[config.mk]
export PLATFORM = sky130hd
export DESIGN_NAME = leb_ctrl
export DESIGN_NICKNAME = d
export VERILOG_FILES = /design/src/hw/rtl/leb_pkg.sv /design/src/hw/rtl/leb_ctrl.sv
export VERILOG_INCLUDE_DIRS = /design/src /design/src/hw/rtl
export SDC_FILE = /design/constraint.sdc
export NUM_CORES = 1
export LEC_CHECK = 0
export BUFFER_PORTS_ARGS = -buffer_cell sky130_fd_sc_hd__buf_4
export CORE_AREA = 2 2 39 41
export CTS_CLUSTER_DIAMETER = 80
export DETAILED_ROUTE_END_ITERATION = 6
export DIE_AREA = 0 0 41 43
export SYNTH_ARGS = -nofsm -noshare
export SYNTH_HDL_FRONTEND = slang
export SYNTH_SLANG_ARGS = --single-unit
[constraint.sdc]
create_clock -name clk_i -period 1.25 [get_ports clk_i]
set_input_delay 0.1875 -clock clk_i [delete_from_list [all_inputs] [get_ports clk_i]]
set_output_delay 0.1875 -clock clk_i [all_outputs]
set_load 0.02 [all_outputs]
[src/hw/rtl/assert_macros.svh]
// -----------------------------------------------------------------------------
// Assertion macros
// Shared concurrent assertion wrappers, clocked on clk_i and disabled in reset.
// -----------------------------------------------------------------------------
`ifndef ASSERT_MACROS_SVH
`define ASSERT_MACROS_SVH

// Assert a property on every rising edge of clk_i outside reset.
`define LEB_ASSERT(lbl, prop, msg) \
  lbl: assert property (@(posedge clk_i) disable iff (!rst_ni) (prop)) else $error(msg);

// Assert that a condition never holds.
`define LEB_ASSERT_NEVER(lbl, cond, msg) \
  `LEB_ASSERT(lbl, !(cond), msg)

`endif

[src/hw/rtl/leb_pkg.sv]
// -----------------------------------------------------------------------------
// Line edit buffer package
// Shared widths, register codes, reset values, state and control types.
// -----------------------------------------------------------------------------
package leb_pkg;

  localparam int BYTE_W    = 8;
  localparam int CFG_IDX_W = 3;

  typedef enum logic [CFG_IDX_W-1:0] {
    CFG_ERASE      = 3'd0,
    CFG_KILL       = 3'd1,
    CFG_ENTER      = 3'd2,
    CFG_SUBST_FROM = 3'd3,
    CFG_SUBST_TO   = 3'd4
  } cfg_idx_e;

  localparam logic [BYTE_W-1:0] ERASE_RST      = 8'd88;
  localparam logic [BYTE_W-1:0] KILL_RST       = 8'd75;
  localparam logic [BYTE_W-1:0] ENTER_RST      = 8'd69;
  localparam logic [BYTE_W-1:0] SUBST_FROM_RST = 8'd97;
  localparam logic [BYTE_W-1:0] SUBST_TO_RST   = 8'd122;
  localparam logic [BYTE_W-1:0] NUL_BYTE       = 8'd0;

  typedef enum logic [2:0] {
    S_IDLE,
    S_DECODE,
    S_RD,
    S_OUT,
    S_EMPTY
  } leb_state_e;

  typedef struct packed {
    logic cap_byte;
    logic edit;
    logic rd_issue;
    logic out_load_char;
    logic out_load_empty;
    logic clear_line;
    logic idx_inc;
  } leb_cmd_t;

  typedef struct packed {
    logic is_enter;
    logic fill_zero;
    logic is_last;
    logic out_free;
  } leb_sts_t;

endpackage

[src/hw/rtl/leb_ctrl.sv]
// -----------------------------------------------------------------------------
// Line edit buffer controller
// Sequences byte capture, line editing and character-by-character emission.
// -----------------------------------------------------------------------------
`include "assert_macros.svh"

module leb_ctrl import leb_pkg::*; (
  input  logic     clk_i,
  input  logic     rst_ni,
  input  logic     in_valid_i,
  output logic     in_ready_o,
  input  leb_sts_t sts_i,
  output leb_cmd_t cmd_o
);

  leb_state_e state_q, state_d;

  always_ff @(posedge clk_i or negedge rst_ni) begin
    if (!rst_ni) begin
      state_q <= S_IDLE;
    end else begin
      state_q <= state_d;
    end
  end

  always_comb begin
    state_d    = state_q;
    cmd_o      = '0;
    in_ready_o = 1'b0;
    unique case (state_q)
      S_IDLE: begin
        in_ready_o = 1'b1;
        if (in_valid_i) begin
          cmd_o.cap_byte = 1'b1;
          state_d        = S_DECODE;
        end
      end
      S_DECODE: begin
        if (!sts_i.is_enter) begin
          cmd_o.edit = 1'b1;
          state_d    = S_IDLE;
        end else if (sts_i.fill_zero) begin
          state_d = S_EMPTY;
        end else begin
          state_d = S_RD;
        end
      end
      S_RD: begin
        cmd_o.rd_issue = 1'b1;
        state_d        = S_OUT;
      end
      S_OUT: begin
        if (sts_i.out_free) begin
          cmd_o.out_load_char = 1'b1;
          if (sts_i.is_last) begin
            cmd_o.clear_line = 1'b1;
            state_d          = S_IDLE;
          end else begin
            cmd_o.idx_inc = 1'b1;
            state_d       = S_RD;
          end
        end
      end
      S_EMPTY: begin
        if (sts_i.out_free) begin
          cmd_o.out_load_empty = 1'b1;
          cmd_o.clear_line     = 1'b1;
          state_d              = S_IDLE;
        end
      end
      default: begin
        state_d = S_IDLE;
      end
    endcase
  end

  `LEB_ASSERT(a_rd_then_out, cmd_o.rd_issue |=> (state_q == S_OUT), "read data not consumed next")
  `LEB_ASSERT_NEVER(a_edit_on_enter, cmd_o.edit && sts_i.is_enter, "enter byte applied as an edit")

endmodule

==> impl_metrics.csv <==
group,metric,value,unit
outcome,status,"finished with violations",
outcome,violations,"negative setup slack",
layout,area_growth,130,%
layout,max_flop_register,"state_q",
drt,routed-wl-met2,367,um
timing,setup_tns,-894,ps
layout,final-seq-area,75.1,um2
timing,relSlewSlack,88.0,%
critical_path,reg2reg_depth,5,
layout,reg_top3,"state_q x3",
yosys,ys_ff_latch,3,
layout,fin_area,507,um2
critical_path,crit_path_end,"cmd_o[1]",
floorplanning,start_util,15.9,%
global_routing,grt_usage,10.4,%
timing,period_share,114,%
drt,viasPerCell,4.30,
drt,remaining_drc_errors,0,
yosys,syn_avg_cell_area,10.5,um2
timing,fmax,703,MHz
power,ir_worst_vdd,0.000606,V
yosys,syn_nets,28,
timing,post-route-min-period,1420,ps
clock_network,clkSlewWorstSetupHoldPaths,40,ps
hold_path,min_from,"in_valid_i",
flow_run,cap_violations,0,
layout,largest_register_ff_count,3,
place,dpl.hpwl,485,um
clock_network,clockBufferDepth,2,
critical_path,rr_endpoint,"state_q[1]",
critical_path,critical_path_class,"flip-flop to primary output",
global_routing,antenna_found_initial,0,
critical_path,crit_chain,"and4b_2 -> a21o_1 -> buf_6",
critical_path,rr_startpoint,"state_q[0]",
floorplanning,dieArea,1760,um2
timing,fin_skew,9.08,ps
timing,slew_violations,0,
drt,drtIter0Drc,0,
critical_path,startpoint_type,"flip-flop",
global_routing,grt_pass1_vias,270,
clock_network,numCtsBuffers,3,
hold_path,min_path_type,"input pin to flip-flop",
place,dp_worst_setup_slack,60.3,ps
critical_path,arrival,1230,ps
timing,hold_viol_final,0,
drt,drt_wl_total,739,um
yosys,yosys_warnings,0,
power,p_leak,0.244,nW
floorplanning,fp.dieH,43,um
floorplanning,fp.dieW,41,um
power,finalPower,1.11,mW
floorplanning,core,1380,um2
clock_network,h-tree-depth,1,
yosys,netlist_instances,21,
layout,final_net_count,56,
timing,worst_pin_slew,179,ps
clock_network,root_buffer,"clkbuf_4",
layout,drive_gt1_share,72.9,%
yosys,syn_area,220,um2
drt,wl_met1,300,um
layout,n_fill_cell,144,
timing,rsz0062_at_grt,"yes",
drt,wire_per_inst,11.5,um
layout,multi_input_area,173,um2
global_routing,grt_pass1_wl,1150,um
drt,ant_nets,0,
critical_path,reg2reg_slack,30,ps
critical_path,crit_cells,3,
critical_path,crit_start,"state_q[1]",
critical_path,crit_required,1060,ps
clock_network,cts_tree,"built",
yosys,ys_types,18,
drt,top_layer_used,"met4",
critical_path,cp_top_family,"flip-flops",
layout,final_core_util,36.6,%
global_routing,grt_start_max_net_pins,7,
clock_network,cts.sinks,3,
floorplanning,num_io_pins,15,
place,place_congestion,0.741,
global_routing,grt.overflow.total,0,
critical_path,path_buf_inv,1,
place,placed_cell_area,375,um2
floorplanning,core.rowCount,14,
critical_path,critPathMaxStageDelay,420,ps
clock_network,clk-insertion-delay-late,250,ps
power,powerDensity,2190,nW/um2
place,io_buffers,14,
timing,setup_ws,-172,ps
drt,wl_met3,52,um
layout,diodes,0,
drt,drt_first_pass_iters,1,
yosys,yosysSeqAreaShare,34.1,%
critical_path,crit_slowest_cell,"dfrtp_1",
timing,setup_viol,8,
critical_path,critPathMaxFanout,5,
drt,dr_total_vias,275,
critical_path,worst_setup_path_end_kind,"primary output",
-- per-stage QoR --
stage                     cells  hold slack, ps
after global routing         64             246
after CTS                    62             237
after global placement       53           -21.9
after floorplan              21            -108
after detailed placement     53           -20.8
final                        64             231
-- placed cells by master (no fill, tap or decap) --
master,synthesis,routed
clkbuf_4,0,3
a21oi_2,0,1
nand4b_1,1,1
nor2b_4,0,1
dlygate4sd3_1,0,1
clkbuf_1,0,1
and3b_1,1,1
nor3_2,0,1
o21a_1,1,1
or3b_4,0,1
nor3b_2,0,1
nand2b_1,1,1
and4b_2,1,1
and2_1,1,1
a21oi_1,2,1
and4bb_2,1,1
nor4b_4,0,1
a21bo_2,1,1
a41oi_1,1,1
dfrtp_1,3,3
buf_4,0,15
a21o_1,1,1
buf_6,1,8
-- where the power goes --
| group | switching, mW | leakage, nW | total (mW) | internal [mW] |
|---|---|---|---|---|
| logic | 0.301 | 0.191 | 0.737 | 0.437 |
| clock network | 0.0637 | 0.0150 | 0.184 | 0.121 |
| registers | 0.0508 | 0.0374 | 0.188 | 0.137 |
-- synthesized netlist by cell type --
| library cell | instances | area (um2) |
|---|---|---|
| nor2b_1 | 1 | 6.26 |
| buf_6 | 1 | 11.3 |
| nand2b_1 | 1 | 6.26 |
| and3b_1 | 1 | 8.76 |
| and4bb_2 | 1 | 12.5 |
| nor4b_1 | 1 | 8.76 |
| a41oi_1 | 1 | 8.76 |
| and2_1 | 1 | 6.26 |
| or3b_1 | 1 | 8.76 |
| o21a_1 | 1 | 7.51 |
| a21bo_2 | 1 | 10.0 |
| a21oi_1 | 2 | 10.0 |
| nand4b_1 | 1 | 8.76 |
| nor3_1 | 1 | 5.00 |
| nor3b_1 | 1 | 7.51 |
| a21o_1 | 1 | 7.51 |
| dfrtp_1 | 3 | 75.1 |
| and4b_2 | 1 | 11.3 |
-- layout make-up --
type                            instances  share of cell area, %
Timing Repair Buffer                   24                   42.0
Multi-Input combinational cell         17                   34.1
Sequential cell                         3                   14.8
Clock buffer                            4                   5.19
Tap cell                               16                   3.95
-- tightest hold or removal path: stages --
cell	delay, ps
buf_4	110
nand2b_1	60
a21oi_1	70
-- repair_timing --
item / in CTS / in global routing
pin swaps: 3 / 4
setup buffers: 4 / 2
hold endpoints to repair: 3 / 0
resized for setup: 9 / 3
gates cloned: 0 / 0
hold buffers: 1 / 0
setup endpoints to repair: 7 / 9
-- logic make-up after synthesis --
group,synth area share (%)
flip-flops,34.1
AND/OR/NAND/NOR,40.9
buffers and inverters,5.11
AO/OA/AOI/OAI,19.9
-- worst min-delay path by stage --
stage | endpoint | slack [ps] | cells past startpoint
finish | state_q[0] | 230 | 3
global route | state_q[0] | 250 | 3
CTS | state_q[2] | 240 | 3
detailed placement | state_q[0] | -20 | 1
global placement | state_q[0] | -20 | 1
floorplan | state_q[0] | -110 | 0
-- layer usage --
metal	track usage, %	vias to the layer above
met4	10.0	0
met5	0	-
met2	13.8	10
met1	12.3	127
li1	-	136
met3	3.14	2
Power figures use the tool's default switching activity.
