===== src/hw/rtl/assert_macros.svh =====
// -----------------------------------------------------------------------------
// Assertion macros
// Shared concurrent assertion wrappers, clocked on clk_i and disabled in reset.
// -----------------------------------------------------------------------------
`ifndef ASSERT_MACROS_SVH
`define ASSERT_MACROS_SVH

// Assert a property on every rising edge of clk_i outside reset.
`define LEB_ASSERT(lbl, prop, msg) \
  lbl: assert property (@(posedge clk_i) disable iff (!rst_ni) (prop)) else $error(msg);

// Assert that a condition never holds.
`define LEB_ASSERT_NEVER(lbl, cond, msg) \
  `LEB_ASSERT(lbl, !(cond), msg)

`endif


===== src/hw/rtl/leb_pkg.sv =====
// -----------------------------------------------------------------------------
// Line edit buffer package
// Shared widths, register codes, reset values, state and control types.
// -----------------------------------------------------------------------------
package leb_pkg;

  localparam int BYTE_W    = 8;
  localparam int CFG_IDX_W = 3;

  typedef enum logic [CFG_IDX_W-1:0] {
    CFG_ERASE      = 3'd0,
    CFG_KILL       = 3'd1,
    CFG_ENTER      = 3'd2,
    CFG_SUBST_FROM = 3'd3,
    CFG_SUBST_TO   = 3'd4
  } cfg_idx_e;

  localparam logic [BYTE_W-1:0] ERASE_RST      = 8'd88;
  localparam logic [BYTE_W-1:0] KILL_RST       = 8'd75;
  localparam logic [BYTE_W-1:0] ENTER_RST      = 8'd69;
  localparam logic [BYTE_W-1:0] SUBST_FROM_RST = 8'd97;
  localparam logic [BYTE_W-1:0] SUBST_TO_RST   = 8'd122;
  localparam logic [BYTE_W-1:0] NUL_BYTE       = 8'd0;

  typedef enum logic [2:0] {
    S_IDLE,
    S_DECODE,
    S_RD,
    S_OUT,
    S_EMPTY
  } leb_state_e;

  typedef struct packed {
    logic cap_byte;
    logic edit;
    logic rd_issue;
    logic out_load_char;
    logic out_load_empty;
    logic clear_line;
    logic idx_inc;
  } leb_cmd_t;

  typedef struct packed {
    logic is_enter;
    logic fill_zero;
    logic is_last;
    logic out_free;
  } leb_sts_t;

endpackage


===== src/hw/rtl/leb_ram.sv =====
// -----------------------------------------------------------------------------
// Generic RAM
// One write port, one read port with registered read data.
// -----------------------------------------------------------------------------
module leb_ram #(
  parameter int WIDTH = 8,
  parameter int DEPTH = 64
) (
  input  logic                     clk_i,
  input  logic                     we_i,
  input  logic [$clog2(DEPTH)-1:0] waddr_i,
  input  logic [WIDTH-1:0]         wdata_i,
  input  logic                     re_i,
  input  logic [$clog2(DEPTH)-1:0] raddr_i,
  output logic [WIDTH-1:0]         rdata_o
);

  logic [WIDTH-1:0] mem_q [DEPTH];
  logic [WIDTH-1:0] rdata_q;

  always_ff @(posedge clk_i) begin
    if (we_i) begin
      mem_q[waddr_i] <= wdata_i;
    end
    if (re_i) begin
      rdata_q <= mem_q[raddr_i];
    end
  end

  assign rdata_o = rdata_q;

endmodule


===== src/hw/rtl/leb_datapath.sv =====
// -----------------------------------------------------------------------------
// Line edit buffer datapath
// Registers, line store, fill count, edit logic and the output register.
// -----------------------------------------------------------------------------
`include "assert_macros.svh"

module leb_datapath import leb_pkg::*; #(
  parameter int LINE_DEPTH = 64
) (
  input  logic                 clk_i,
  input  logic                 rst_ni,
  input  leb_cmd_t             cmd_i,
  output leb_sts_t             sts_o,
  input  logic [BYTE_W-1:0]    in_byte_i,
  input  logic                 cfg_valid_i,
  input  logic [CFG_IDX_W-1:0] cfg_index_i,
  input  logic [BYTE_W-1:0]    cfg_data_i,
  input  logic                 out_ready_i,
  output logic                 out_valid_o,
  output logic [BYTE_W-1:0]    out_char_o,
  output logic                 last_char_o,
  output logic                 empty_line_o,
  output logic                 overflowed_o
);

  localparam int IDX_W = $clog2(LINE_DEPTH);
  localparam int CNT_W = $clog2(LINE_DEPTH + 1);

  logic [BYTE_W-1:0] erase_q, kill_q, enter_q, subst_from_q, subst_to_q;
  logic [BYTE_W-1:0] byte_q;
  logic [CNT_W-1:0]  fill_q, fill_d;
  logic              ended_q, ended_d;
  logic              drop_q, drop_d;
  logic [IDX_W-1:0]  rd_idx_q, rd_idx_d;
  logic              we;
  logic [BYTE_W-1:0] wdata;
  logic [BYTE_W-1:0] rdata;
  logic              out_valid_q, out_valid_d;
  logic [BYTE_W-1:0] out_char_q;
  logic              last_q, empty_q, ovf_q;
  logic              full;
  logic              out_free;

  always_ff @(posedge clk_i or negedge rst_ni) begin
    if (!rst_ni) begin
      erase_q      <= ERASE_RST;
      kill_q       <= KILL_RST;
      enter_q      <= ENTER_RST;
      subst_from_q <= SUBST_FROM_RST;
      subst_to_q   <= SUBST_TO_RST;
    end else if (cfg_valid_i) begin
      unique case (cfg_index_i)
        CFG_ERASE:      erase_q      <= cfg_data_i;
        CFG_KILL:       kill_q       <= cfg_data_i;
        CFG_ENTER:      enter_q      <= cfg_data_i;
        CFG_SUBST_FROM: subst_from_q <= cfg_data_i;
        CFG_SUBST_TO:   subst_to_q   <= cfg_data_i;
        default: ;
      endcase
    end
  end

  always_ff @(posedge clk_i) begin
    if (cmd_i.cap_byte) begin
      byte_q <= in_byte_i;
    end
  end

  assign full     = (fill_q == CNT_W'(LINE_DEPTH));
  assign out_free = !out_valid_q || out_ready_i;

  // Edit the line on a decoded non-enter byte; clear it after emission.
  always_comb begin
    fill_d   = fill_q;
    ended_d  = ended_q;
    drop_d   = drop_q;
    rd_idx_d = rd_idx_q;
    we       = 1'b0;
    wdata    = byte_q;
    if (cmd_i.edit && !ended_q) begin
      if (byte_q == NUL_BYTE) begin
        ended_d = 1'b1;
      end else if (byte_q != subst_from_q && byte_q == erase_q) begin
        if (fill_q != '0) begin
          fill_d = fill_q - CNT_W'(1);
        end
      end else if (byte_q != subst_from_q && byte_q == kill_q) begin
        fill_d = '0;
      end else begin
        wdata = (byte_q == subst_from_q) ? subst_to_q : byte_q;
        if (full) begin
          drop_d = 1'b1;
        end else begin
          we     = 1'b1;
          fill_d = fill_q + CNT_W'(1);
        end
      end
    end
    if (cmd_i.idx_inc) begin
      rd_idx_d = rd_idx_q + IDX_W'(1);
    end
    if (cmd_i.clear_line) begin
      fill_d   = '0;
      ended_d  = 1'b0;
      drop_d   = 1'b0;
      rd_idx_d = '0;
    end
  end

  always_ff @(posedge clk_i or negedge rst_ni) begin
    if (!rst_ni) begin
      fill_q   <= '0;
      ended_q  <= 1'b0;
      drop_q   <= 1'b0;
      rd_idx_q <= '0;
    end else begin
      fill_q   <= fill_d;
      ended_q  <= ended_d;
      drop_q   <= drop_d;
      rd_idx_q <= rd_idx_d;
    end
  end

  leb_ram #(
    .WIDTH (BYTE_W),
    .DEPTH (LINE_DEPTH)
  ) u_line_ram (
    .clk_i   (clk_i),
    .we_i    (we),
    .waddr_i (fill_q[IDX_W-1:0]),
    .wdata_i (wdata),
    .re_i    (cmd_i.rd_issue),
    .raddr_i (rd_idx_q),
    .rdata_o (rdata)
  );

  always_comb begin
    out_valid_d = out_valid_q;
    if (cmd_i.out_load_char || cmd_i.out_load_empty) begin
      out_valid_d = 1'b1;
    end else if (out_ready_i) begin
      out_valid_d = 1'b0;
    end
  end

  always_ff @(posedge clk_i or negedge rst_ni) begin
    if (!rst_ni) begin
      out_valid_q <= 1'b0;
    end else begin
      out_valid_q <= out_valid_d;
    end
  end

  always_ff @(posedge clk_i) begin
    if (cmd_i.out_load_char) begin
      out_char_q <= rdata;
      last_q     <= sts_o.is_last;
      empty_q    <= 1'b0;
      ovf_q      <= drop_q;
    end else if (cmd_i.out_load_empty) begin
      out_char_q <= NUL_BYTE;
      last_q     <= 1'b1;
      empty_q    <= 1'b1;
      ovf_q      <= drop_q;
    end
  end

  assign sts_o.is_enter  = (byte_q == enter_q);
  assign sts_o.fill_zero = (fill_q == '0);
  assign sts_o.is_last   = (CNT_W'(rd_idx_q) + CNT_W'(1) == fill_q);
  assign sts_o.out_free  = out_free;

  assign out_valid_o  = out_valid_q;
  assign out_char_o   = out_char_q;
  assign last_char_o  = last_q;
  assign empty_line_o = empty_q;
  assign overflowed_o = ovf_q;

  `LEB_ASSERT(a_fill_bound, fill_q <= CNT_W'(LINE_DEPTH), "fill count beyond line depth")
  `LEB_ASSERT(a_load_free, (cmd_i.out_load_char || cmd_i.out_load_empty) |-> out_free, "output register overwritten while held")
  `LEB_ASSERT(a_clear, cmd_i.clear_line |=> (fill_q == '0 && !drop_q && !ended_q), "line state not cleared after emission")

endmodule


===== config.mk =====
export PLATFORM = sky130hd
export DESIGN_NAME = leb_datapath
export DESIGN_NICKNAME = d
export VERILOG_FILES = /design/src/hw/rtl/leb_pkg.sv /design/src/hw/rtl/leb_ram.sv /design/src/hw/rtl/leb_datapath.sv
export VERILOG_INCLUDE_DIRS = /design/src /design/src/hw/rtl
export SDC_FILE = /design/constraint.sdc
export NUM_CORES = 1
export LEC_CHECK = 0
export BUFFER_PORTS_ARGS = -buffer_cell sky130_fd_sc_hd__buf_2
export CAP_MARGIN = 20
export CORE_ASPECT_RATIO = 1.2
export CORE_MARGIN = 3
export CORE_UTILIZATION = 39
export DETAILED_ROUTE_END_ITERATION = 7
export PLACE_DENSITY = 0.57
export SLEW_MARGIN = 20
export SYNTH_ARGS = -nofsm -noshare
export SYNTH_HDL_FRONTEND = slang
export SYNTH_SLANG_ARGS = --single-unit

===== constraint.sdc =====
create_clock -name clk_i -period 4.9 [get_ports clk_i]
set_clock_uncertainty 0.15 [all_clocks]
set_input_delay 1.225 -clock clk_i [delete_from_list [all_inputs] [get_ports clk_i]]
set_output_delay 1.225 -clock clk_i [all_outputs]
set_load 0.02 [all_outputs]

==> impl_summary.md, run 1 <==
Yosys
The average instance in the mapped netlist occupies ~20 sq um. Counting instances in the post-synthesis netlist gives the leading cell types as edfxtp_1 (538), mux4_2 (147), nor2_1 (100). Yosys mapped a number of flops with a built-in enable equal to 538. After synthesis, the share of flip-flops with an asynchronous set or reset is 0.0941. In this run the cell area of the synthesized design comes to around 24000 sq um.

The most common cell in the synthesized netlist is edfxtp_1. In the synthesized netlist, the number of instances is between 1000 and 1500. The share of synthesized area in the top cell type comes to 0.670. The net count after synthesis is about 1200. The commonest register cell after synthesis is edfxtp_1. During synthesis, Yosys emitted a total of 0 warnings. Synthesis inferred 595 register bits. The share of the Yosys chip area taken by registers is 0.729. The largest total area in the synthesized netlist belongs to edfxtp_1. Yosys mapped the design onto 55 distinct sky130hd cell types.

By area the synthesized netlist is led by edfxtp_1 (67%), mux4_2 (14%), dfrtp_1 (3.9%), dfstp_2 (2.0%), mux2_2 (1.9%).

Finish
The repair_antennas step left the layout with diodes totalling 0. For this run, the share of the core covered by cells in the final layout is 0.445. Of the cells placed in the final design, the portion with a size suffix greater than 1 is 0.301. The area growth from synthesis to layout is 12.5%. The net count reported at finish is around 1300.

Die
The floorplan step defined a die boundary enclosing 64900 sq um. The die is 278 um tall. The I/O pin count is 46. The initial utilization of the core area, before any placement, comes to 0.395. The region available for standard cell placement spans 61100 sq um. The floorplan has a little under 100 rows. The width of the chip is 233 um.

Power and ir drop
The combinational fraction of design power is 0.085. The internal power consumption is roughly 0.0086 W. Power spread over the standard cell area amounts to about 410 nW/um^2.

The design draws ~0.011 W. In this run the static leakage power is roughly 8.4 nW. The analysis attributes to net switching a power of roughly 0.0025 W. The peak supply drop is about 0.28 mV. The switching part of the total power is 0.225. The clock group share of total power is 0.388. The share of total power dissipated in sequential elements is 0.528.

Clock tree
The clock passes through at most 3 buffers. Clock-pin slew was measured on the worst setup and hold paths at 60 ps. The clock net sink count is 595. Gates resized during post-CTS repair numbered 0. In this run the post-CTS setup repair buffer count came out at 0.

The CTS tree is built. The number of clock buffers inserted by TritonCTS is 57. The clock tree root driver cell is clkbuf_16.

The number of buffers inserted for hold repair after clock tree synthesis is 0. The CTS H-tree depth is 2. The clock insertion delay at the later pin of the skew report is 600 ps.

Detailed routing
The post-detailed-route count of antenna-violating nets is 0. The first TritonRoute pass finished after 5 iterations. The per-cell via count in the routed design is 5.39. The final wirelength is ~54 mm. The first routing iteration left around 1100 violations. The average routed wire per standard cell is between 20 and 30 um. In the routed design, unresolved DRC markers number 0.

The final route contains between 10000 and 15000 vias.

Min path
The number of cells on the worst hold path is 0. The worst hold path begins at drop_q. The worst min-delay path category is flop to flop. For hold timing, the worst endpoint is overflowed_o.

Timing
Static timing analysis puts the maximum clock frequency at around 240 MHz. The worst-case setup margin in the final layout is 716 ps. The total count of max-transition violations in the final report is 0. The final period demand of the worst path is approximately 4200 ps. The total of endpoints with negative setup slack in the final report is 0.

Dividing the final minimum period by the clock period gives 0.854. After routing, the total negative slack on setup checks comes to 0 ps. The transition time at the pin with the least slew margin is about 950 ps. Setup repair after global routing left no endpoint under its margin. The count of final hold-check violations is 0.

The worst slew margin relative to its limit is 0.370.

Setup path
The category of the worst setup path capture point is an output pin. The worst setup path is of the flop to output pin kind. The terminus of the critical flop-to-flop path is u_line_ram.mem_q[15][7]. The arrival time of the worst setup path is ~2800 ps. The endpoint required time on the critical path is approximately 3500 ps. The reg-to-reg critical path startpoint is byte_q[2]. The launching element type of the critical path is a flop. The number of cells on the worst reg-to-reg path is 7. The largest fanout on the critical path is 7.

The internal reg-to-reg setup slack is approximately 1300 ps.

Place
OpenSTA, run right after detailed placement, puts the worst setup slack at ~920 ps. The weighted congestion at the end of routability-driven global placement is around 0.79. The total of buffers placed on input and output ports is 45. Detailed placement finished with a half-perimeter wire length of between 30 and 40 mm.

Global routing
Entering global routing, the biggest net connects slightly above 90 pins. The total global-route track usage is 0.169. The first global-routing pass estimated approximately 81 mm of wire. The total overflow left after global routing is 0. The number of global-route vias before repair is around 12000. The initial antenna violation count is 1.

Flow run
The number of maximum-capacitance violations is 0.

Run status
The run finished with clean final reports.
[per-stage QoR]
step | instance area, sq um | instances | hold WS, ps
floorplan | 24100 | 1204 | 275
global placement | 25300 | 2019 | 311
detailed placement | 25300 | 2019 | 307
CTS | 27100 | 2124 | 347
global route | 27200 | 2124 | 347
finish | 27200 | 2124 | 337
[critical path, stage by stage, from the launching register on]
cell	delay, ps
dfrtp_4	470
nand3_1	210
xnor2_1	200
or3b_1	360
a2111oi_0	500
o211a_1	270
buf_2	210
[worst max-delay path by stage]
stage | start | end | depth (start not counted)
floorplan | cmd_i[5] | u_line_ram.mem_q[0][0] | 4
global route | rd_idx_q[0] | sts_o[1] | 5
finish | rd_idx_q[2] | sts_o[1] | 6
detailed placement | cmd_i[5] | u_line_ram.mem_q[59][5] | 5
global placement | cmd_i[5] | u_line_ram.mem_q[59][3] | 5
CTS | rd_idx_q[0] | sts_o[1] | 5
[layout make-up]
type	instances	area (sq um)
Multi-Input combinational cell	537	6230
Clock buffer	62	1490
Fill cell	5185	33900
Sequential cell	595	17600
Inverter	6	22.5
Tap cell	808	1010
Timing Repair Buffer	73	448
Clock inverter	43	344
[layout by cell type, fill, tap and decap left out, types with 8 or more instances in the layout]
cell / count
edfxtp_1: 538
mux2i_1: 36
xnor2_1: 38
buf_2: 45
dfstp_2: 18
clkinv_2: 17
a21oi_1: 11
and2_1: 10
mux2_2: 41
dfrtp_1: 35
nor2_4: 8
buf_4: 27
nand2_1: 21
clkbuf_16: 59
nor2_1: 92
a22oi_1: 22
clkinv_1: 14
xor2_1: 17
mux4_2: 147
nand3_1: 15
nand4_1: 10
[cell families after synthesis]
group	share of synthesized area
buf+inv	0.0159
simple gates	0.0425
fa+ha+maj	0.00207
compound gates	0.0189
xor+xnor	0.0200
flops	0.729
mux	0.171
[state kept, by name (all words and copies together) (netlist names), 6 cells and up]
register / count
out_char_o: 8
fill_q: 7
u_line_ram.mem_q: 512
subst_from_q: 8
subst_to_q: 8
byte_q: 8
kill_q: 8
erase_q: 8
rd_idx_q: 6
enter_q: 8
u_line_ram.rdata_o: 8
[routing by layer]
layer	vias to the layer above	global-route usage	part of all wire
li1	5000	-	-
met2	295	0.292	0.52
met4	2	0.0453	0.024
met3	71	0.0315	0.050
met5	-	0	0.00024
met1	6085	0.219	0.41
[power by group through the flow]
| stage | logic, W | registers, W | clock network (W) |
|---|---|---|---|
| finish | 0.000939 | 0.00585 | 0.00430 |
| global route | 0.00102 | 0.00586 | 0.00461 |
| CTS | 0.000963 | 0.00585 | 0.00441 |
| detailed placement | 0.000960 | 0.00596 | 0 |
| global placement | 0.000954 | 0.00596 | 0 |
| floorplan | 0.000668 | 0.00591 | 0 |
No activity file was read; power rests on OpenSTA's default activity.
==> inputs of run 2 (changes only) <==
==> constraint.sdc (replaced) <==
create_clock -name clk_i -period 4.9 [get_ports clk_i]
set_clock_uncertainty 0.15 [all_clocks]
set_input_delay 0 -clock clk_i [delete_from_list [all_inputs] [get_ports clk_i]]
set_output_delay 0 -clock clk_i [all_outputs]
set_load 0.02 [all_outputs]
==> run 2 against run 1 <==
Against the previous run:
- register-to-register slack got worse by 100 ps
- sequential power barely moved
- cell area rose by 2.4%
- fmax rose by 11%
- worst hold slack got worse by 280 ps
- total power rose by 2.4%
- clock power rose by 5.3%
- count of clock-buffer cells in the layout rose by 17
- sequential share of layout area fell by 1.5 points
- largest power group unchanged
- highest routed layer unchanged
==> impl_summary.md, run 2 (same netlist as run 1, synthesis figures left out) <==
Run status
Outcome: completed (unchanged).

Timing
The final period demand of the worst path is 3760 ps (was 4180 ps). The transition time at the pin with the least slew margin came to 1060 ps (was 945 ps). The share of the clock period used by the worst path after layout was 0.768 (was 0.854). The total negative slack for setup checks is 0 ps (unchanged). RSZ-0062 raised after global routing: no (unchanged). The timing-limited maximum frequency came to 266 MHz (was 239 MHz). The worst slew margin relative to its limit is 0.291 (was 0.370).

The count of final hold-check violations is 0 (unchanged). The total of endpoints with negative setup slack in the final report is 0 (unchanged). The total count of max-transition violations in the final report is 0 (unchanged).

Finish
The final core area utilization is 0.455 (was 0.445). The flip-flop count of the largest register, all copies and words added is 512 (unchanged). The number of fill cells in the layout is 5133 (was 5185).

The number of cells in the finished layout apart from fillers is 2175 (was 2124). The cell area after layout was 27800 sq um (was 27200 sq um). The share of post-route cells with drive strength above 1 was 0.292 (was 0.301). Commonest non-fill, non-tap cells in the layout: edfxtp_1 (538), mux4_2 (147), nor2_1 (92) (unchanged). The most common cell after layout, fill and taps aside is edfxtp_1 (unchanged). The number of diodes added for antenna fixing is 0 (unchanged).

The most flop-heavy register is u_line_ram.mem_q (unchanged). The net count reported at finish came to 1353 (was 1304). The area growth from synthesis to layout is 15.2% (was 12.5%).

Detailed routing
The average routed wire per standard cell came to 24.3 um (was 25.3 um). The initial detailed-routing violation count is 744 (was 1106). The met3 routed wirelength came to 3.02 mm (was 2.70 mm). The final wirelength is 52.8 mm (was 53.8 mm). The number of vias after detailed routing is 11600 (was 11500). The met2 wirelength from detailed routing is 27.4 mm (was 27.9 mm). The number of optimization iterations in the first detailed-route pass is 5 (unchanged). The per-cell via count in the routed design is 5.33 (was 5.39). The residual DRC count is 0 (unchanged).

The met1 layer wirelength in the final routing was 21.2 mm (was 21.8 mm). The highest routing layer actually used was met5 (unchanged). The post-detailed-route count of antenna-violating nets is 0 (unchanged).

Setup path
The largest fanout on the critical path is 28 (was 7). The critical path buffer and inverter count is 2 (was 1). The count of cell instances traversed by the critical path is 7 (was 6). The arrival time of the worst setup path came to 3610 ps (was 2810 ps).

The internal reg-to-reg setup slack came to 1220 ps (was 1320 ps). The largest incremental delay on the critical path is 810 ps (was 500 ps). The endpoint of the worst setup timing path is sts_o[1] (unchanged). The cell at the slowest stage of the critical path is dfrtp_4 (was a2111oi_0). The number of cells on the worst reg-to-reg path is 7 (unchanged). The source of the critical timing path was rd_idx_q[0] (was rd_idx_q[2]). The endpoint required time on the critical path is 4750 ps (was 3520 ps). The start-to-end type of the worst setup path is flop to output pin (unchanged).

Sequence of cells on the critical path: buf_12, nand3_1, xnor2_1, or3b_1, a2111oi_0, o211a_1, buf_2 (was nand3_1, xnor2_1, or3b_1, a2111oi_0, o211a_1, buf_2). The launching element type of the critical path is a flop (unchanged). The category of the worst setup path capture point is an output pin (unchanged).

The critical path's top delay family was flip-flops (was compound AO/OA/AOI/OAI gates). The reg-to-reg critical path startpoint was byte_q[2] (unchanged). The terminus of the critical flop-to-flop path is u_line_ram.mem_q[28][7] (was u_line_ram.mem_q[15][7]).

Clock tree
The post-cts gate resize count is 0 (unchanged). The clock insertion delay at the later pin of the skew report came to 630 ps (was 600 ps). The number of buffers inserted for hold repair after clock tree synthesis is 47 (was 0). The CTS tree is built (unchanged). The CTS H-tree depth is 2 (unchanged).

The clock tree root driver cell is clkbuf_16 (unchanged). The clock-pin slew of the registers on the worst-case setup and hold paths came to 60 ps (about the same). The total setup buffers inserted after CTS is 0 (unchanged). The deepest clock path buffer count was 3 (unchanged).

The number of clock buffers inserted by TritonCTS is 58 (was 57). The clock net sink count is 595 (unchanged).

Place
The total of buffers placed on input and output ports is 45 (unchanged). The sum of net half-perimeters after detailed placement came to 34.1 mm (was 34.4 mm). The number of placed instances, taps included is 2019 (unchanged). The instance area at placement was 25300 sq um (about the same).

The weighted congestion at the end of routability-driven global placement is 0.807 (was 0.788).

Die
The core outline area is 61100 sq um (unchanged). The floorplan die area is 64900 sq um (unchanged). The number of core rows was 99 (unchanged). The height of the die came to 278 um (unchanged).

The I/O pin count is 46 (unchanged). The initial standard-cell utilization of the core came to 0.395 (unchanged). The width of the chip is 233 um (unchanged).

Global routing
The global-route wire length before repair is 80.0 mm (was 80.9 mm). The maximum number of pins on one net before global-route repair was 65 (was 93). The total global-route track usage was 0.166 (was 0.169). The number of global-route vias before repair came to 12300 (was 12200).

The total congestion overflow after global routing was 0 (unchanged). The initial antenna violation count came to 1 (unchanged).

Power and ir drop
The leakage power figure is 8.70 nW (was 8.42 nW). The power per cell area is 408 nW/um^2 (about the same). The peak supply drop is 0.347 mV (was 0.282 mV).

Min path
The worst min-delay path category is input port to flop (was flop to flop).

Flow run
The number of maximum-capacitance violations is 0 (unchanged).
==> run 2: power by group <==
part           total [W]  internal [W]  switching [W]
clock            0.00453       0.00266        0.00187
combinational   0.000937      0.000437       0.000499
sequential       0.00588       0.00574       0.000141
total             0.0113       0.00883        0.00252
==> run 2: worst min-delay path by stage <==
stage | from | end | slack, ps | depth (start not counted)
floorplan | rst_ni | drop_q | -450 | 0
global placement | in_byte_i[4] | byte_q[4] | 30 | 1
detailed placement | in_byte_i[7] | byte_q[7] | 30 | 1
CTS | out_ready_i | out_valid_o | 20 | 4
global route | out_ready_i | out_valid_o | 70 | 4
finish | out_ready_i | out_valid_o | 60 | 4
==> run 2: stage by stage <==
stage	total power, W	hold slack (ps)	worst slack, ps
2_1_floorplan	0.00658	-446	1010
4_1_cts	0.0115	20.8	1100
3_5_place_dp	0.00691	28.8	1210
3_3_place_gp	0.00689	29.8	1280
5_1_grt	0.0118	70.6	875
6_report	0.0113	59.6	1140
==> run 2: layer usage <==
layer,up-vias,global-route usage
met1,6114,0.213
met3,60,0.0367
met2,316,0.285
met4,2,0.0477
li1,5111,-
met5,-,0
==> run 2: final cells by class <==
class | count | area [sq um] | area share
tap | 808 | 1010 | 0.0364
sequential | 595 | 17600 | 0.633
clock inverter | 29 | 335 | 0.0121
multi-input combinational | 537 | 6220 | 0.224
timing repair buffer | 121 | 976 | 0.0351
clock buffer | 79 | 1630 | 0.0587
inverter | 6 | 22.5 | 0.000810
==> run 2: worst reg2reg max path: cells and delay by family (launching register included) <==
kind / cells / cell delay [ps]
AOI/OAI and AO/OA: 1 / 310
xor gates and xnor gates: 1 / 200
buffers and inverters: 1 / 330
DFF: 1 / 510
and+or+nand+nor: 4 / 1810
==> inputs of run 3 (changes only) <==
==> constraint.sdc (replaced) <==
create_clock -name clk_i -period 3.58 [get_ports clk_i]
set_clock_uncertainty 0.15 [all_clocks]
set_input_delay 0 -clock clk_i [delete_from_list [all_inputs] [get_ports clk_i]]
set_output_delay 0 -clock clk_i [all_outputs]
set_load 0.02 [all_outputs]
==> run 3 against run 2 <==
Against the previous run:
- sequential cell count stayed put
- sequential share of layout area shrank 1.1 points
- global-route usage rose by 0.23 points
- utilization rose by 0.80 points
- first-iteration DRC count grew 18%
- total power increased by 34%
- worst hold slack gained 11 ps
- sequential power increased by 36%
- critical path depth unchanged
- critical endpoint unchanged
- highest routed layer is now met4
==> impl_summary.md, run 3 (same netlist as run 1, synthesis figures left out) <==
Run status
Outcome: completed (unchanged).

Detailed routing
The number of optimization iterations in the first detailed-route pass is 4 (was 5). The post-detailed-route count of antenna-violating nets is 0 (unchanged). The per-cell via count in the routed design was 5.29 (was 5.33). The initial detailed-routing violation count was 876 (was 744). The residual DRC count is 0 (unchanged). The number of vias after detailed routing was 11900 (was 11600).

The average routed wire per standard cell came to 23.9 um (was 24.3 um). The final wirelength was 53.7 mm (was 52.8 mm).

Global routing
The initial antenna violation count came to 1 (unchanged). The total congestion overflow after global routing is 0 (unchanged). The maximum number of pins on one net before global-route repair is 67 (was 65). The total global-route track usage is 0.169 (was 0.166). The global-route wire length before repair is 81.3 mm (was 80.0 mm). The number of global-route vias before repair is 12700 (was 12300).

Clock tree
The clock net sink count is 595 (unchanged). The CTS tree was built (unchanged). The number of clock buffers inserted by TritonCTS came to 58 (unchanged). The clock insertion delay at the later pin of the skew report came to 620 ps (was 630 ps). The CTS H-tree depth is 2 (unchanged). The clock tree root driver cell is clkbuf_16 (unchanged). The deepest clock path buffer count is 3 (unchanged). The clock-pin slew of the registers on the worst-case setup and hold paths was 60 ps (about the same).

Setup path
Sequence of cells on the critical path: buf_4, nand3_1, xnor2_1, or3b_1, a2111oi_0, o211a_1, buf_2 (was buf_12, nand3_1, xnor2_1, or3b_1, a2111oi_0, o211a_1, buf_2). The largest fanout on the critical path is 8 (was 28). The cell at the slowest stage of the critical path is dfrtp_4 (unchanged). The critical path's top delay family is compound AO/OA/AOI/OAI gates (was flip-flops).

The launching element type of the critical path is a flop (unchanged). The critical path buffer and inverter count came to 2 (unchanged). The largest incremental delay on the critical path is 470 ps (was 810 ps).

The category of the worst setup path capture point is an output pin (unchanged). The arrival time of the worst setup path is 3020 ps (was 3610 ps). The endpoint required time on the critical path was 3430 ps (was 4750 ps).

The start-to-end type of the worst setup path is flop to output pin (unchanged).

Power and ir drop
The peak supply drop is 0.348 mV (was 0.347 mV). The leakage power figure is 9.06 nW (was 8.70 nW). The power per cell area is 536 nW/um^2 (was 408 nW/um^2).

Finish
The share of post-route cells with drive strength above 1 is 0.324 (was 0.292). Commonest non-fill, non-tap cells in the layout: edfxtp_1 (538), mux4_2 (147), nor2_1 (92) (unchanged). The final core area utilization was 0.463 (was 0.455).

The net count reported at finish was 1425 (was 1353). The number of cells in the finished layout apart from fillers is 2248 (was 2175). The area growth from synthesis to layout is 17.3% (was 15.2%). The most common cell after layout, fill and taps aside is edfxtp_1 (unchanged). The most flop-heavy register is u_line_ram.mem_q (unchanged). The flip-flop count of the largest register, all copies and words added was 512 (unchanged).

Die
The initial standard-cell utilization of the core was 0.395 (unchanged). The number of core rows was 99 (unchanged). The I/O pin count came to 46 (unchanged). The core outline area is 61100 sq um (unchanged). The height of the die came to 278 um (unchanged).

The floorplan die area was 64900 sq um (unchanged). The width of the chip is 233 um (unchanged).

Timing
Counting I/O delays and the setup requirement, the final critical path takes roughly 3200 ps. The total negative slack for setup checks is 0 ps (unchanged). RSZ-0062 raised after global routing: no (unchanged). The count of final hold-check violations is 0 (unchanged). Derived from the worst setup path, the maximum achievable clock frequency is roughly 320 MHz. The share of the clock period used by the worst path after layout is 0.887. The total of endpoints with negative setup slack in the final report is 0 (unchanged). The transition time at the pin with the least slew margin is 941 ps (was 1060 ps). The worst slew margin relative to its limit is 0.373 (was 0.291).

The total count of max-transition violations in the final report is 0 (unchanged). The hold slack is 70.9 ps (was 59.6 ps).

Place
The sum of net half-perimeters after detailed placement came to 33.5 mm (was 34.1 mm). The total of buffers placed on input and output ports is 45 (unchanged). The number of placed instances, taps included is 2090 (was 2019). The weighted congestion at the end of routability-driven global placement is 0.817 (was 0.807).

Min path
The worst min-delay path category was input port to flop (unchanged).

Flow run
The number of maximum-capacitance violations was 0 (unchanged).
[run 3: changes by cell type in the layout (fill, tap and decap cells not counted), moves of 2 or more]
cell | before | now
clkinv_2 | 8 | 12
clkinv_1 | 6 | 13
dlygate4sd3_1 | 47 | 45
inv_6 | 2 | 0
buf_12 | 5 | 14
buf_4 | 24 | 89
clkbuf_8 | 8 | 5
bufinv_16 | 6 | 2
[run 3: area by class of cell]
class | count | area (sq um)
repair buffers | 193 | 1620
well taps | 808 | 1010
clock buffers | 76 | 1590
diodes | 1 | 2.50
multi-input cells | 537 | 6210
inverters | 6 | 22.5
clock inverters | 32 | 225
flip-flops and latches | 595 | 17600
fillers | 5137 | 32800
[run 3: worst paths after layout]
kind | from | endpoint | slack (ps) | cells after the start
hold reg to reg | drop_q | overflowed_o | 320 | 0
setup reg to reg | byte_q[5] | u_line_ram.mem_q[15][7] | 410 | 7
min in group asynchronous | rst_ni | subst_to_q[3] | 320 | 3
max in group asynchronous | rst_ni | rd_idx_q[2] | 1680 | 4
hold / removal | out_ready_i | out_valid_o | 70 | 4
setup / recovery | rd_idx_q[0] | sts_o[1] | 410 | 7
[run 3: worst min-delay path, cell delays in order]
cell and delay [ps]:
dlygate4sd3_1 520, buf_2 90, nand2b_1 110, nand2b_1 60
[run 3: repair_timing]
item / 4_1_cts / 5_1_grt
hold buffers: 45 / 0
endpoints found under the hold margin: 131 / 0
setup endpoints to repair: 0 / 1
buffers inserted: 0 / 4
gates resized for setup: 0 / 0
[run 3: power breakdown]
part           internal, W  switching [W]
clock              0.00326        0.00255
sequential         0.00785       0.000141
combinational     0.000629       0.000717
[run 3: per-stage QoR]
stage | total power, W | cell area [sq um] | setup WS (ps)
after floorplan | 0.00900 | 24100 | 354
after global placement | 0.00944 | 26000 | 500
after detailed placement | 0.00947 | 26000 | 452
after CTS | 0.0153 | 28300 | 28.1
after global routing | 0.0157 | 28300 | 126
final | 0.0152 | 28300 | 406
[run 3: routing by layer]
metal	vias to the layer above	part of all wire	global-route usage
li1	5264	-	-
met1	6290	0.41	0.220
met2	276	0.51	0.289
met3	71	0.051	0.0330
met4	0	0.024	0.0469
met5	-	0	0
